$ cat config.mk
export PLATFORM = sky130hd
export DESIGN_NAME = rtp_video_packetizer_core_flat
export DESIGN_NICKNAME = d
export VERILOG_FILES = /design/src/hw/rtl/rvp_pkg.sv /design/src/hw/rtl/rvp_if.sv /design/src/hw/rtl/rvp_regs.sv /design/src/hw/rtl/rvp_engine.sv /design/src/hw/rtl/rvp_queue.sv /design/src/hw/rtl/rtp_video_packetizer_core.sv /design/src/flat_wrapper.sv
export SDC_FILE = /design/constraint.sdc
export NUM_CORES = 1
export LEC_CHECK = 0
export BUFFER_PORTS_ARGS = -buffer_cell sky130_fd_sc_hd__buf_2
export CAP_MARGIN = 25
export CORE_ASPECT_RATIO = 1.2
export CORE_MARGIN = 3
export CORE_UTILIZATION = 55
export DETAILED_ROUTE_END_ITERATION = 10
export GPL_TIMING_DRIVEN = 0
export PLACE_DENSITY = 0.82
export SKIP_CTS_REPAIR_TIMING = 1
export SLEW_MARGIN = 20
export SYNTH_ARGS = -nofsm -noshare
export SYNTH_HDL_FRONTEND = slang
export SYNTH_SLANG_ARGS = --single-unit
$ cat constraint.sdc
create_clock -name clk -period 8.99 [get_ports clk]
set_input_delay 0.4495 -clock clk [delete_from_list [all_inputs] [get_ports clk]]
set_output_delay 0.4495 -clock clk [all_outputs]
set_load 0.02 [all_outputs]
$ cat src/hw/rtl/rvp_pkg.sv
// Shared constants, codes and types of the RTP video packetizer.
`timescale 1ns / 1ps
`default_nettype none

package rvp_pkg;

  // Payload bytes per packet (range 64 to 2047)
  localparam int unsigned PACKET_PAYLOAD = 1400;

  localparam int unsigned LEN_W  = 20;
  localparam int unsigned FILL_W = 11;
  localparam int unsigned SEQ_W  = 16;
  localparam int unsigned ADDR_W = 4;
  localparam int unsigned DATA_W = 32;

  localparam logic [LEN_W-1:0]  WHOLE_MAX = LEN_W'(PACKET_PAYLOAD - 3);
  localparam logic [LEN_W-1:0]  CHUNK_LEN = LEN_W'(PACKET_PAYLOAD);
  localparam logic [FILL_W-1:0] FILL_MAX  = FILL_W'(PACKET_PAYLOAD);

  // Sequence counter: the value after 65534 is 0
  localparam logic [SEQ_W-1:0] SEQ_LAST = SEQ_W'(65535 - 1);

  // FU preamble fields
  localparam logic [7:0] FUA_TYPE     = 8'd28;
  localparam logic [7:0] HEVC_FU_TYPE = 8'(49 << 1);
  localparam logic [7:0] H264_NRI     = 8'hE0;
  localparam logic [7:0] H264_TYPE    = 8'h1F;
  localparam logic [7:0] HEVC_KEEP    = 8'h81;
  localparam logic [7:0] FU_S_BIT     = 8'h80;
  localparam logic [7:0] FU_E_BIT     = 8'h40;

  // Result queue
  localparam int unsigned MAX_RESULTS = 4;
  localparam int unsigned SLOT_W      = $clog2(MAX_RESULTS);
  localparam int unsigned PUSH_W      = $clog2(MAX_RESULTS + 1);
  localparam int unsigned QUEUE_DEPTH = 8;
  localparam int unsigned QPTR_W      = $clog2(QUEUE_DEPTH);
  localparam int unsigned LEVEL_W     = $clog2(QUEUE_DEPTH + 1);

  localparam logic [LEVEL_W-1:0] ACCEPT_LEVEL = LEVEL_W'(QUEUE_DEPTH - MAX_RESULTS);

  typedef enum logic [1:0] {
    MODE_RAW  = 2'd0,
    MODE_H264 = 2'd1,
    MODE_H265 = 2'd2
  } codec_t;

  typedef enum logic [1:0] {
    REG_CODEC  = 2'd0,
    REG_PTYPE  = 2'd1,
    REG_SOURCE = 2'd2
  } reg_index_t;

  typedef struct packed {
    logic [1:0]  codec_mode;
    logic [6:0]  payload_type;
    logic [31:0] stream_source_id;
  } rvp_cfg_t;

  typedef struct packed {
    logic [7:0]       data_byte;
    logic             unit_start;
    logic [LEN_W-1:0] unit_length;
    logic             final_unit;
    logic [31:0]      frame_time;
  } rvp_item_t;

  typedef struct packed {
    logic [7:0]       out_byte;
    logic             packet_first;
    logic             packet_last;
    logic             marker_bit;
    logic [SEQ_W-1:0] sequence_number;
    logic [31:0]      header_time;
    logic [6:0]       header_type;
    logic [31:0]      header_source;
  } rvp_result_t;

  typedef struct packed {
    rvp_result_t [MAX_RESULTS-1:0] item;
    logic [PUSH_W-1:0]             count;
  } rvp_push_t;

endpackage

`default_nettype wire

$ cat src/hw/rtl/rvp_if.sv
// Valid/ready channel interfaces for unit bytes in and packet bytes out.
`timescale 1ns / 1ps
`default_nettype none

interface rvp_in_if;
  logic        valid;
  logic        ready;
  logic [7:0]  data_byte;
  logic        unit_start;
  logic [19:0] unit_length;
  logic        final_unit;
  logic [31:0] frame_time;

  modport source (
    output valid, data_byte, unit_start, unit_length, final_unit, frame_time,
    input  ready
  );
  modport sink (
    input  valid, data_byte, unit_start, unit_length, final_unit, frame_time,
    output ready
  );
endinterface

interface rvp_out_if;
  logic        valid;
  logic        ready;
  logic [7:0]  out_byte;
  logic        packet_first;
  logic        packet_last;
  logic        marker_bit;
  logic [15:0] sequence_number;
  logic [31:0] header_time;
  logic [6:0]  header_type;
  logic [31:0] header_source;

  modport source (
    output valid, out_byte, packet_first, packet_last, marker_bit, sequence_number,
           header_time, header_type, header_source,
    input  ready
  );
  modport sink (
    input  valid, out_byte, packet_first, packet_last, marker_bit, sequence_number,
           header_time, header_type, header_source,
    output ready
  );
endinterface

`default_nettype wire

$ cat src/hw/rtl/rvp_regs.sv
// APB configuration registers: codec mode, payload type, SSRC.
`timescale 1ns / 1ps
`default_nettype none

module rvp_regs (
  input  logic                        clk,
  input  logic                        rst,
  input  logic                        psel,
  input  logic                        penable,
  input  logic                        pwrite,
  input  logic [rvp_pkg::ADDR_W-1:0]  paddr,
  input  logic [rvp_pkg::DATA_W-1:0]  pwdata,
  output logic [rvp_pkg::DATA_W-1:0]  prdata,
  output logic                        pready,
  output rvp_pkg::rvp_cfg_t           cfg
);
  import rvp_pkg::*;

  logic                wr_en;
  logic [ADDR_W-3:0]   index;

  assign pready = 1'b1;
  assign wr_en  = psel && penable && pwrite && pready;
  assign index  = paddr[ADDR_W-1:2];

  always_ff @(posedge clk) begin
    if (rst) begin
      cfg.codec_mode       <= MODE_H264;
      cfg.payload_type     <= 7'd96;
      cfg.stream_source_id <= '0;
    end else if (wr_en) begin
      unique case (index)
        REG_CODEC:  cfg.codec_mode       <= pwdata[1:0];
        REG_PTYPE:  cfg.payload_type     <= pwdata[6:0];
        REG_SOURCE: cfg.stream_source_id <= pwdata;
        default: ;
      endcase
    end
  end

  always_comb begin
    unique case (index)
      REG_CODEC:  prdata = DATA_W'(cfg.codec_mode);
      REG_PTYPE:  prdata = DATA_W'(cfg.payload_type);
      REG_SOURCE: prdata = cfg.stream_source_id;
      default:    prdata = '0;
    endcase
  end

endmodule

`default_nettype wire

$ cat src/hw/rtl/rvp_engine.sv
// Unit state and packet cutting: turns one accepted byte into 0, 1, 3 or 4 results.
`timescale 1ns / 1ps
`default_nettype none

module rvp_engine (
  input  logic               clk,
  input  logic               rst,
  input  logic               accept,
  input  rvp_pkg::rvp_item_t item,
  input  rvp_pkg::rvp_cfg_t  cfg,
  output rvp_pkg::rvp_push_t push
);
  import rvp_pkg::*;

  // unit state
  logic [SEQ_W-1:0]  sequence_counter, sequence_counter_next;
  logic [LEN_W-1:0]  bytes_left, bytes_left_next;
  logic [FILL_W-1:0] fragment_fill, fragment_fill_next;
  logic              fragmenting, fragmenting_next;
  logic              first_fragment, first_fragment_next;
  logic [7:0]        unit_header, unit_header_next;
  logic [7:0]        unit_header2, unit_header2_next;
  logic [1:0]        header_skip, header_skip_next;
  logic [31:0]       held_time, held_time_next;
  logic              held_final, held_final_next;
  logic              packet_marker, packet_marker_next;
  codec_t            unit_mode, unit_mode_next;

  // working values
  logic [LEN_W-1:0]  len;
  logic [LEN_W-1:0]  left_dec;
  logic [FILL_W-1:0] fill_inc;
  logic              fu_end;
  logic              last;
  logic [7:0]        se_bits;
  logic [SLOT_W-1:0] slot;
  logic [7:0]        byte_v  [MAX_RESULTS];
  logic              first_v [MAX_RESULTS];
  logic              last_v  [MAX_RESULTS];

  always_comb begin
    // unit start reloads the unit state before the byte is handled
    unit_mode_next        = unit_mode;
    held_time_next        = held_time;
    held_final_next       = held_final;
    bytes_left_next       = bytes_left;
    fragment_fill_next    = fragment_fill;
    first_fragment_next   = first_fragment;
    fragmenting_next      = fragmenting;
    header_skip_next      = header_skip;
    unit_header_next      = unit_header;
    unit_header2_next     = unit_header2;
    sequence_counter_next = sequence_counter;
    packet_marker_next    = packet_marker;
    len                   = (item.unit_length == '0) ? LEN_W'(1) : item.unit_length;
    left_dec              = '0;
    fill_inc              = '0;
    fu_end                = 1'b0;
    last                  = 1'b0;
    se_bits               = '0;
    slot                  = '0;
    push.count            = '0;
    for (int k = 0; k < MAX_RESULTS; k++) begin
      byte_v[k]  = '0;
      first_v[k] = 1'b0;
      last_v[k]  = 1'b0;
    end

    if (item.unit_start) begin
      if (cfg.codec_mode == MODE_H264) begin
        unit_mode_next = MODE_H264;
      end else if (cfg.codec_mode == MODE_H265) begin
        unit_mode_next = MODE_H265;
      end else begin
        unit_mode_next = MODE_RAW;
      end
      held_time_next      = item.frame_time;
      held_final_next     = item.final_unit;
      bytes_left_next     = len;
      fragment_fill_next  = '0;
      first_fragment_next = 1'b1;
      fragmenting_next    = (unit_mode_next != MODE_RAW) && (len > WHOLE_MAX);
      header_skip_next    = !fragmenting_next ? 2'd0 :
                            (unit_mode_next == MODE_H265) ? 2'd2 : 2'd1;
    end

    if (bytes_left_next != '0) begin
      if (header_skip_next != 2'd0) begin
        // NAL header bytes are kept for the FU preamble, not sent
        if (unit_mode_next == MODE_H265 && header_skip_next == 2'd1) begin
          unit_header2_next = item.data_byte;
        end else begin
          unit_header_next = item.data_byte;
        end
        header_skip_next = header_skip_next - 2'd1;
        bytes_left_next  = bytes_left_next - LEN_W'(1);
      end else begin
        if (fragment_fill_next == '0) begin
          sequence_counter_next = (sequence_counter >= SEQ_LAST) ? '0 :
                                  sequence_counter + SEQ_W'(1);
          if (fragmenting_next) begin
            fu_end  = bytes_left_next <= CHUNK_LEN;
            se_bits = first_fragment_next ? FU_S_BIT : (fu_end ? FU_E_BIT : 8'h00);
            packet_marker_next = fu_end && held_final_next;
            first_v[0] = 1'b1;
            if (unit_mode_next == MODE_H265) begin
              byte_v[0] = (unit_header_next & HEVC_KEEP) | HEVC_FU_TYPE;
              byte_v[1] = unit_header2_next;
              byte_v[2] = {2'b00, unit_header_next[6:1]} | se_bits;
              slot      = SLOT_W'(3);
            end else begin
              byte_v[0] = (unit_header_next & H264_NRI) | FUA_TYPE;
              byte_v[1] = (unit_header_next & H264_TYPE) | se_bits;
              slot      = SLOT_W'(2);
            end
            first_fragment_next = 1'b0;
          end else if (unit_mode_next == MODE_RAW) begin
            packet_marker_next = bytes_left_next < CHUNK_LEN;
          end else begin
            packet_marker_next = held_final_next;
          end
        end
        fill_inc = fragment_fill_next + FILL_W'(1);
        left_dec = bytes_left_next - LEN_W'(1);
        last     = (fill_inc >= FILL_MAX) || (left_dec == '0);
        byte_v[slot]  = item.data_byte;
        first_v[slot] = (fragment_fill_next == '0) && !fragmenting_next;
        last_v[slot]  = last;
        fragment_fill_next = last ? '0 : fill_inc;
        bytes_left_next    = left_dec;
        push.count         = PUSH_W'(slot) + PUSH_W'(1);
      end
    end

    if (!accept) begin
      push.count = '0;
    end

    for (int k = 0; k < MAX_RESULTS; k++) begin
      push.item[k].out_byte        = byte_v[k];
      push.item[k].packet_first    = first_v[k];
      push.item[k].packet_last     = last_v[k];
      push.item[k].marker_bit      = packet_marker_next;
      push.item[k].sequence_number = sequence_counter_next;
      push.item[k].header_time     = held_time_next;
      push.item[k].header_type     = cfg.payload_type;
      push.item[k].header_source   = cfg.stream_source_id;
    end
  end

  always_ff @(posedge clk) begin
    if (rst) begin
      sequence_counter <= '0;
      bytes_left       <= '0;
      fragment_fill    <= '0;
      fragmenting      <= 1'b0;
      first_fragment   <= 1'b0;
      unit_header      <= '0;
      unit_header2     <= '0;
      header_skip      <= '0;
      held_time        <= '0;
      held_final       <= 1'b0;
      packet_marker    <= 1'b0;
      unit_mode        <= MODE_RAW;
    end else if (accept) begin
      sequence_counter <= sequence_counter_next;
      bytes_left       <= bytes_left_next;
      fragment_fill    <= fragment_fill_next;
      fragmenting      <= fragmenting_next;
      first_fragment   <= first_fragment_next;
      unit_header      <= unit_header_next;
      unit_header2     <= unit_header2_next;
      header_skip      <= header_skip_next;
      held_time        <= held_time_next;
      held_final       <= held_final_next;
      packet_marker    <= packet_marker_next;
      unit_mode        <= unit_mode_next;
    end
  end

endmodule

`default_nettype wire

$ cat src/hw/rtl/rvp_queue.sv
// Result queue: takes up to four results per cycle, gives one per cycle while pop is high.
`timescale 1ns / 1ps
`default_nettype none

module rvp_queue (
  input  logic                         clk,
  input  logic                         rst,
  input  rvp_pkg::rvp_push_t           push,
  input  logic                         pop,
  output rvp_pkg::rvp_result_t         head,
  output logic [rvp_pkg::LEVEL_W-1:0]  level
);
  import rvp_pkg::*;

  rvp_result_t       entries [QUEUE_DEPTH];
  logic [QPTR_W-1:0] rd_ptr;
  logic [QPTR_W-1:0] wr_ptr;
  logic [QPTR_W-1:0] offset [QUEUE_DEPTH];

  // distance of each entry from the write pointer picks its push slot
  always_comb begin
    for (int i = 0; i < QUEUE_DEPTH; i++) begin
      offset[i] = QPTR_W'(i) - wr_ptr;
    end
  end

  always_ff @(posedge clk) begin
    for (int i = 0; i < QUEUE_DEPTH; i++) begin
      if (PUSH_W'(offset[i]) < push.count) begin
        entries[i] <= push.item[offset[i][SLOT_W-1:0]];
      end
    end
  end

  always_ff @(posedge clk) begin
    if (rst) begin
      rd_ptr <= '0;
      wr_ptr <= '0;
      level  <= '0;
    end else begin
      wr_ptr <= wr_ptr + QPTR_W'(push.count);
      rd_ptr <= rd_ptr + QPTR_W'(pop);
      level  <= level + LEVEL_W'(push.count) - LEVEL_W'(pop);
    end
  end

  assign head = entries[rd_ptr];

endmodule

`default_nettype wire

$ cat src/hw/rtl/rtp_video_packetizer_core.sv
// Top level of the RTP video packetizer: unit bytes in, packet payload bytes out.
//
//  channel  | dir | handshake        | carries
//  ---------+-----+------------------+-----------------------------------------------
//  in_ch    | in  | valid/ready      | data_byte, unit_start, unit_length, final_unit,
//           |     |                  | frame_time
//  out_ch   | out | valid/ready      | out_byte, packet_first/last, marker_bit,
//           |     |                  | sequence_number, header_time/type/source
//  APB      | in  | psel/penable     | codec_mode @0x0, payload_type @0x4, SSRC @0x8
//
// Cycles: an input transfer is handled in the cycle it is taken; its results land
//   in an 8-entry result queue at that edge and leave one per cycle on out_ch while out_ch.ready is high.
// Rate: one byte per cycle for plain packet bytes while in_ch is ready. The first
//   byte of an FU packet gives 3 (H.264) or 4 (H.265) output transfers, so the output
//   port sets the pace there and in_ch stalls while the queue has fewer than 4 free entries.
// Reset (rst, synchronous): queue empty, unit state and sequence counter cleared,
//   registers to codec 1, payload type 96, SSRC 0.
// Stalls on out_ch fill the queue; in_ch keeps taking bytes until fewer than 4
//   entries are free.
`timescale 1ns / 1ps
`default_nettype none

module rtp_video_packetizer_core (
  input  logic                        clk,
  input  logic                        rst,
  rvp_in_if.sink                      in_ch,
  rvp_out_if.source                   out_ch,
  input  logic                        psel,
  input  logic                        penable,
  input  logic                        pwrite,
  input  logic [rvp_pkg::ADDR_W-1:0]  paddr,
  input  logic [rvp_pkg::DATA_W-1:0]  pwdata,
  output logic [rvp_pkg::DATA_W-1:0]  prdata,
  output logic                        pready
);
  import rvp_pkg::*;

  rvp_cfg_t           cfg;
  rvp_item_t          item;
  rvp_push_t          push;
  rvp_result_t        head;
  logic [LEVEL_W-1:0] level;
  logic               accept;
  logic               pop;

  rvp_regs u_regs (
    .clk     (clk),
    .rst     (rst),
    .psel    (psel),
    .penable (penable),
    .pwrite  (pwrite),
    .paddr   (paddr),
    .pwdata  (pwdata),
    .prdata  (prdata),
    .pready  (pready),
    .cfg     (cfg)
  );

  // room for the largest burst of results decides whether a byte is taken
  assign in_ch.ready = (level <= ACCEPT_LEVEL);
  assign accept      = in_ch.valid && in_ch.ready;

  assign item.data_byte   = in_ch.data_byte;
  assign item.unit_start  = in_ch.unit_start;
  assign item.unit_length = in_ch.unit_length;
  assign item.final_unit  = in_ch.final_unit;
  assign item.frame_time  = in_ch.frame_time;

  rvp_engine u_engine (
    .clk    (clk),
    .rst    (rst),
    .accept (accept),
    .item   (item),
    .cfg    (cfg),
    .push   (push)
  );

  assign out_ch.valid = (level != '0);
  assign pop          = out_ch.valid && out_ch.ready;

  rvp_queue u_queue (
    .clk   (clk),
    .rst   (rst),
    .push  (push),
    .pop   (pop),
    .head  (head),
    .level (level)
  );

  assign out_ch.out_byte        = head.out_byte;
  assign out_ch.packet_first    = head.packet_first;
  assign out_ch.packet_last     = head.packet_last;
  assign out_ch.marker_bit      = head.marker_bit;
  assign out_ch.sequence_number = head.sequence_number;
  assign out_ch.header_time     = head.header_time;
  assign out_ch.header_type     = head.header_type;
  assign out_ch.header_source   = head.header_source;

  // a byte yields no result, one, or a 2- or 3-byte FU preamble plus one
  a_push_count: assert property (@(posedge clk) disable iff (rst)
    (push.count == PUSH_W'(0)) || (push.count == PUSH_W'(1)) ||
    (push.count == PUSH_W'(3)) || (push.count == PUSH_W'(4)))
    else $error("bad result count from engine");

  // the queue never holds more than it has entries
  a_no_overflow: assert property (@(posedge clk) disable iff (rst)
    level <= LEVEL_W'(QUEUE_DEPTH))
    else $error("result queue overflow");

  // a preamble burst always opens a packet
  a_preamble_first: assert property (@(posedge clk) disable iff (rst)
    (push.count >= PUSH_W'(3)) |-> push.item[0].packet_first)
    else $error("FU preamble without packet_first");

  // nothing is offered right after reset
  a_reset_empty: assert property (@(posedge clk)
    $past(rst) |-> !out_ch.valid)
    else $error("output valid after reset");

endmodule

`default_nettype wire
$ cat src/flat_wrapper.sv
// flat-port wrapper written by rule: the top's interface ports become plain ports
module rtp_video_packetizer_core_flat import rvp_pkg::*;
  (clk, rst, psel, penable, pwrite, paddr, pwdata, prdata, pready, in_ch_valid, in_ch_data_byte, in_ch_unit_start, in_ch_unit_length, in_ch_final_unit, in_ch_frame_time, in_ch_ready, out_ch_valid, out_ch_out_byte, out_ch_packet_first, out_ch_packet_last, out_ch_marker_bit, out_ch_sequence_number, out_ch_header_time, out_ch_header_type, out_ch_header_source, out_ch_ready);
  rvp_in_if in_ch_i ();
  rvp_out_if out_ch_i ();
  input  logic clk;
  input  logic rst;
  input  logic psel;
  input  logic penable;
  input  logic pwrite;
  input  logic [rvp_pkg::ADDR_W-1:0] paddr;
  input  logic [rvp_pkg::DATA_W-1:0] pwdata;
  output logic [rvp_pkg::DATA_W-1:0] prdata;
  output logic pready;
  input wire logic [$bits(in_ch_i.valid)-1:0] in_ch_valid;
  input wire logic [$bits(in_ch_i.data_byte)-1:0] in_ch_data_byte;
  input wire logic [$bits(in_ch_i.unit_start)-1:0] in_ch_unit_start;
  input wire logic [$bits(in_ch_i.unit_length)-1:0] in_ch_unit_length;
  input wire logic [$bits(in_ch_i.final_unit)-1:0] in_ch_final_unit;
  input wire logic [$bits(in_ch_i.frame_time)-1:0] in_ch_frame_time;
  output wire logic [$bits(in_ch_i.ready)-1:0] in_ch_ready;
  output wire logic [$bits(out_ch_i.valid)-1:0] out_ch_valid;
  output wire logic [$bits(out_ch_i.out_byte)-1:0] out_ch_out_byte;
  output wire logic [$bits(out_ch_i.packet_first)-1:0] out_ch_packet_first;
  output wire logic [$bits(out_ch_i.packet_last)-1:0] out_ch_packet_last;
  output wire logic [$bits(out_ch_i.marker_bit)-1:0] out_ch_marker_bit;
  output wire logic [$bits(out_ch_i.sequence_number)-1:0] out_ch_sequence_number;
  output wire logic [$bits(out_ch_i.header_time)-1:0] out_ch_header_time;
  output wire logic [$bits(out_ch_i.header_type)-1:0] out_ch_header_type;
  output wire logic [$bits(out_ch_i.header_source)-1:0] out_ch_header_source;
  input wire logic [$bits(out_ch_i.ready)-1:0] out_ch_ready;
  assign in_ch_i.valid = in_ch_valid;
  assign in_ch_i.data_byte = in_ch_data_byte;
  assign in_ch_i.unit_start = in_ch_unit_start;
  assign in_ch_i.unit_length = in_ch_unit_length;
  assign in_ch_i.final_unit = in_ch_final_unit;
  assign in_ch_i.frame_time = in_ch_frame_time;
  assign in_ch_ready = in_ch_i.ready;
  assign out_ch_valid = out_ch_i.valid;
  assign out_ch_out_byte = out_ch_i.out_byte;
  assign out_ch_packet_first = out_ch_i.packet_first;
  assign out_ch_packet_last = out_ch_i.packet_last;
  assign out_ch_marker_bit = out_ch_i.marker_bit;
  assign out_ch_sequence_number = out_ch_i.sequence_number;
  assign out_ch_header_time = out_ch_i.header_time;
  assign out_ch_header_type = out_ch_i.header_type;
  assign out_ch_header_source = out_ch_i.header_source;
  assign out_ch_i.ready = out_ch_ready;
  rtp_video_packetizer_core u_core (.clk(clk), .rst(rst), .in_ch(in_ch_i), .out_ch(out_ch_i), .psel(psel), .penable(penable), .pwrite(pwrite), .paddr(paddr), .pwdata(pwdata), .prdata(prdata), .pready(pready));
endmodule
==> results of run 1 <==
-- logic make-up after synthesis --
group,Yosys count,share of synthesized area
fa+ha+maj,39,0.0126
buf+inv,200,0.0199
compound gates,363,0.0609
flops,938,0.668
simple gates,571,0.0691
xor+xnor,27,0.00593
mux,389,0.164
other cells,1,0.0000940
-- cells in the mapped netlist (all sizes together), types with 42 or more instances --
| master | instances |
|---|---|
| edfxtp | 784 |
| nand2 | 233 |
| mux4 | 196 |
| dfxtp | 154 |
| mux2 | 136 |
| a21oi | 126 |
| nor2 | 111 |
| clkbuf | 105 |
| o21ai | 62 |
| mux2i | 57 |
| nand3 | 48 |
| buf | 47 |
| inv | 46 |
| nor3 | 42 |
-- state kept, by name (all words and copies together) (netlist names) --
name / flops
u_core.u_queue.entries: 784
u_core.u_regs.cfg: 41
u_core.u_engine.held_time: 32
u_core.u_engine.bytes_left: 20
u_core.u_engine.sequence_counter: 16
u_core.u_engine.fragment_fill: 11
u_core.u_engine.unit_header2: 8
u_core.u_engine.unit_header: 8
u_core.u_queue.level: 4
u_core.u_queue.rd_ptr: 3
u_core.u_queue.wr_ptr: 3
u_core.u_engine.header_skip: 2
u_core.u_engine.unit_mode: 2
u_core.u_engine.first_fragment: 1
u_core.u_engine.fragmenting: 1
u_core.u_engine.held_final: 1
u_core.u_engine.packet_marker: 1
-- worst reg2reg max path, stage by stage, from the launching register on --
cell and delay, ns:
dfxtp_1 0.39, nor2_1 0.06, a21oi_1 0.24, inv_1 0.09, ha_1 0.31, o221ai_2 0.22
nor3_2 0.20, and2_1 0.20, buf_2 0.19, nor3_1 0.56, nand2_1 0.38, ha_1 0.38
a21o_1 0.25, a21oi_4 0.68, buf_16 0.25, buf_16 0.19, buf_16 0.17
-- stage by stage --
stage                      TNS, ns  hold WS [ns]  utilization  setup WS, ns
after floorplan            -112.78         0.431            -        -0.288
after global placement    -4138.47         0.439        0.591         -7.44
after detailed placement         0         0.448        0.613          1.16
after CTS                        0        0.0219        0.656          1.80
after global routing             0        0.0468        0.658          1.39
final                            0        0.0459        0.658          1.77
-- per-layer routing --
metal  global-route usage  vias up
li1                     -    10700
met1                0.355    12600
met2                0.490     1347
met3               0.0415      245
met4                0.129        0
met5                    0        -
-- layout make-up --
class	instances	area, um2	share of cell area
Sequential cell	938	26600	0.567
Tap cell	926	1160	0.0247
Timing Repair Buffer	298	2740	0.0584
Antenna cell	6	15.0	0.000320
Clock buffer	132	2610	0.0557
Multi-Input combinational cell	1390	12600	0.268
Buffer	152	616	0.0131
Clock inverter	33	414	0.00882
Inverter	48	180	0.00384
-- path summary, 6_finish.rpt --
check	cells past startpoint	slack, ns	endpoint	startpoint
max	21	1.77	u_core.u_queue.entries[6][22]$_DFFE_PN_	in_ch_unit_start
min	3	0.05	u_core.u_regs.cfg[7]$_SDFFE_PP0P_	pwdata[7]
max reg2reg	16	3.92	u_core.u_queue.entries[6][22]$_DFFE_PN_	u_core.u_engine.bytes_left[0]$_SDFFE_PP0P_
min reg2reg	2	0.46	u_core.u_engine.held_time[24]$_SDFFE_PP0P_	u_core.u_engine.held_time[24]$_SDFFE_PP0P_
-- power breakdown --
part | switching [mW] | internal, mW
Sequential | 0.299 | 5.85
Combinational | 2.77 | 2.10
Clock | 1.59 | 2.27
Total | 4.66 | 10.2
==> impl_metrics.toml, run 1 <==
[outcome]
status = "complete, no violations"

[synthesis]
synth_largest_area_cell = "edfxtp_1"
ys_ff_latch = 938
netlist.area_leader.share = 0.590
syn_inst = 2528
ys_types = 89
synth-main-ff-cell = "edfxtp_1"
syn_nets = 2672
avgSynthCellArea_um2 = 15.8
synth_area_um2 = 39900
synth-async-reset-ratio = 0
yosys_warnings = 0
synth_seq_area_share = 0.668
netlist_top_cells_area = "edfxtp_1 59%, mux4_2 11%, dfxtp_1 7.7%"
synth_edf_count = 784

[setup_path]
worstSetupStartpointType = "input port"
slowest_stage = "clkbuf_1"
path_class = "input port to flip-flop"
cp_data_arrival_time_ns = 7.55
critPathMaxStageDelay_ns = 0.71
path_buf_inv = 11
cp.required_ns = 9.33
crit_chain = "buf_2, buf_6, buf_4, buf_2, clkbuf_1, buf_1, clkbuf_1, mux2i_1, ha_1, o221ai_2, nor3_2, and2_1, buf_2, nor3_1, nand2_1, ha_1, a21o_1, a21oi_4, buf_16, buf_16, buf_16"
worstSetupEndpointType = "flip-flop"
critPathMaxFanout = 15
crit_family = "buffers and inverters"

[cts]
htreeDepth = 3
clk_path_buf_depth = 3
cts.sinks = 938
clkLatencyLatePin_ns = 0.64
cts_tree = "yes"
cts_root_buf = "clkbuf_16"
clk_pin_slew_ns = 0.06
cts_buffers = 88

[global_route]
grt_use_total = 0.283
grt_max_degree = 19
gr-total-overflow = 0
antenna_found_initial = 6
grt_pass1_vias = 25400
grt_pass1_wl_mm = 159

[drt]
drc = 0
final_antenna_net_count = 0
topRoutingLayerUsed = "met4"
met2_wirelength_mm = 55.1
wl_met3_mm = 8.17
drt_pre_antenna_iters = 8
routed_wl_mm = 107
vias = 24900
wl_per_cell_um = 27.2
drt-met1-wl_mm = 38.9
viasPerCell = 6.35
drt_iter0_markers = 2671

[sta]
max_freq_mhz = 139
max_slew_margin = 0.297
rsz0062_at_grt = "no"
clock_skew_ns = 0.0214
hold_viol = 0
finalSetupViolations = 0
min_period_ns = 7.22
drv_slew = 0
tightestPinTransition_ns = 1.06
finalCritPeriodShare = 0.803

[placement]
placed_area_um2 = 43800
portBuffers = 230
placed_cells = 3742
dp_hpwl_mm = 72.9
globalplace.congestion = 0.924

[power]
max-vdd-ir-drop_uv = 142
p_total_mw = 14.9
p_per_area_nw_per_um2 = 317
p_leak_nw = 15.8

[final_layout]
n_fill_cell = 4696
syn2layout_area_growth_pct = 17.7
post-route-cell-area_um2 = 46900
final_cells = 3923
final_nets = 3060
final_cell_mix = "784 x edfxtp_1, 244 x buf_2, 233 x nand2_1"
drive_gt1_frac = 0.277
layout_commonest_cell = "edfxtp_1"

[floorplan]
initial_core_util = 0.559
fp-row-count = 107
die_x_um = 252
ios = 238
die_area_um2 = 75800
die_h_um = 301
core-area_um2 = 71400

[min_path]
hold_path_class = "input port to flip-flop"

[flow_run]
cap_violations = 0
Note: power is estimated with default switching activity, not from simulation.
==> run 2: changes to the inputs <==
- clock period: 8.99 -> 6.5 ns (I/O delays scaled with it)
==> run 2 against run 1 <==
  * Wire length up 2.1%
  * Sequential cell count is the same
  * Design area up 0.92%
  * Cell count increased by 1.2%
  * Critical endpoint is now u_core.u_queue.entries[2][53]$_DFFE_PN_
==> impl_metrics.toml, run 2 (same netlist as run 1, synthesis figures left out) <==
[setup_path]
slowest_stage = "a21oi_4"
path_common_cell = "buf_2"
path_class = "input port to flip-flop"
cp_data_arrival_time_ns = 6.67
cp.required_ns = 6.84
crit_family = "buffers and inverters"
critPathMaxStageDelay_ns = 0.58
crit_chain = "buf_2, buf_6, buf_4, buf_2, clkbuf_1, clkbuf_2, clkbuf_2, mux2i_1, ha_1, o221ai_2, nor3_4, and2_1, buf_2, nor3_1, nand2_1, ha_1, a21o_1, a21oi_4, buf_16, buf_8, buf_8"
path_buf_inv = 11
worstSetupEndpointType = "flip-flop"
worstSetupStartpointType = "input port"
critPathMaxFanout = 14

[placement]
pre_cts_ws_ns = -1.04
globalplace.congestion = 0.942
dp_hpwl_mm = 73.3
portBuffers = 230

[sta]
hold_viol = 0
max_freq_mhz = 158
tightestPinTransition_ns = 1.07
min_period_ns = 6.34
max_slew_margin = 0.284
finalSetupViolations = 0
tns_ns = 0
clock_skew_ns = 0.0261
fin_ws_ns = 0.164
drv_slew = 0
rsz0062_at_grt = "no"
finalCritPeriodShare = 0.975
holdWs_ns = 0.00605

[global_route]
grt_use_met3 = 0.0481
grt_pass1_wl_mm = 163
gr-total-overflow = 0
grt_pass1_vias = 26100
grt_busiest_layer = "met2"
grt_use_total = 0.287
grt_max_degree = 19
grt_util_met1 = 0.365
antenna_found_initial = 5
grtUsageMet2 = 0.493

[drt]
viasPerCell = 6.41
drt_iter0_markers = 2753
routed_wl_mm = 109
wl_per_cell_um = 27.4
vias = 25400
drt_pre_antenna_iters = 8
drc = 0
final_antenna_net_count = 0

[floorplan]
ios = 238
fp-row-count = 107
core-area_um2 = 71400
die_x_um = 252
die_area_um2 = 75800
initial_core_util = 0.559
die_h_um = 301

[final_layout]
drive_gt1_frac = 0.280
fin_util = 0.664
final_cell_mix = "784 x edfxtp_1, 245 x buf_2, 233 x nand2_1"
final_nets = 3108
top_regs = "u_core.u_queue.entries x784, u_core.u_regs.cfg x41, u_core.u_engine.held_time x32"
n_fill_cell = 4562
largest_reg_flops = 784
layout_commonest_cell = "edfxtp_1"
regMostFlops = "u_core.u_queue.entries"
syn2layout_area_growth_pct = 18.8

[cts]
cts_root_buf = "clkbuf_16"
htreeDepth = 3
cts_buffers = 90
clkLatencyLatePin_ns = 0.64
cts_tree = "yes"
clk_pin_slew_ns = 0.06
clk_path_buf_depth = 3
cts.sinks = 938

[power]
p_total_mw = 20.7
p_per_area_nw_per_um2 = 437
p_leak_nw = 16.1
max-vdd-ir-drop_uv = 244

[outcome]
status = "complete, no violations"

[flow_run]
cap_violations = 0

[min_path]
hold_path_class = "input port to flip-flop"
[run 2: changes by cell type in the layout (fill, tap and decap cells not counted), sizes merged]
| cell | change |
|---|---|
| buf | +13 |
| bufinv | +5 |
| clkbuf | -17 |
| clkinv | +15 |
| clkinvlp | -1 |
| diode | -2 |
| dlygate4sd3 | +28 |
| inv | +5 |
[run 2: final timing paths]
check / slack, ns / cells past startpoint / endpoint / start
setup / recovery: 0.16 / 21 / u_core.u_queue.entries[2][53]$_DFFE_PN_ / in_ch_unit_start
hold / removal: 0.006 / 3 / u_core.u_engine.unit_header[1]$_SDFFE_PP0P_ / in_ch_data_byte[1]
setup reg to reg: 1.60 / 16 / u_core.u_queue.entries[5][20]$_DFFE_PN_ / u_core.u_engine.bytes_left[0]$_SDFFE_PP0P_
hold reg to reg: 0.46 / 2 / u_core.u_engine.held_time[27]$_SDFFE_PP0P_ / u_core.u_engine.held_time[27]$_SDFFE_PP0P_
[run 2: metal layers]
metal / routed length [um] / share of wire
met5: 0 / 0
met4: 4300 / 0.039
met3: 8510 / 0.078
met2: 55600 / 0.51
met1: 40400 / 0.37
[run 2: tightest hold or removal path, stage by stage]
cell     delay (ns)
buf_2          0.13
nand2_1        0.07
mux2i_1        0.06
[run 2: cell type report]
class / count / area (um2) / area share
antenna: 4 / 10.0 / 0.000211
buffer: 152 / 622 / 0.0131
clock buffer: 110 / 2340 / 0.0493
clock inverter: 57 / 708 / 0.0150
inverter: 48 / 180 / 0.00380
multi-input combinational: 1390 / 12600 / 0.265
sequential: 938 / 26600 / 0.562
tap: 926 / 1160 / 0.0245
timing repair buffer: 344 / 3160 / 0.0667
[run 2: power breakdown]
part	total (mW)	internal (mW)	switching, mW
logic	6.76	2.91	3.85
clock network	5.43	3.15	2.29
registers	8.51	8.09	0.416
total	20.7	14.2	6.55
[run 2: metrics by stage]
step | cells | cell area (um2)
finish | 3969 | 47400
global route | 3967 | 47400
CTS | 3908 | 46800
detailed placement | 3741 | 43700
global placement | 3684 | 42300
floorplan | 2528 | 40000
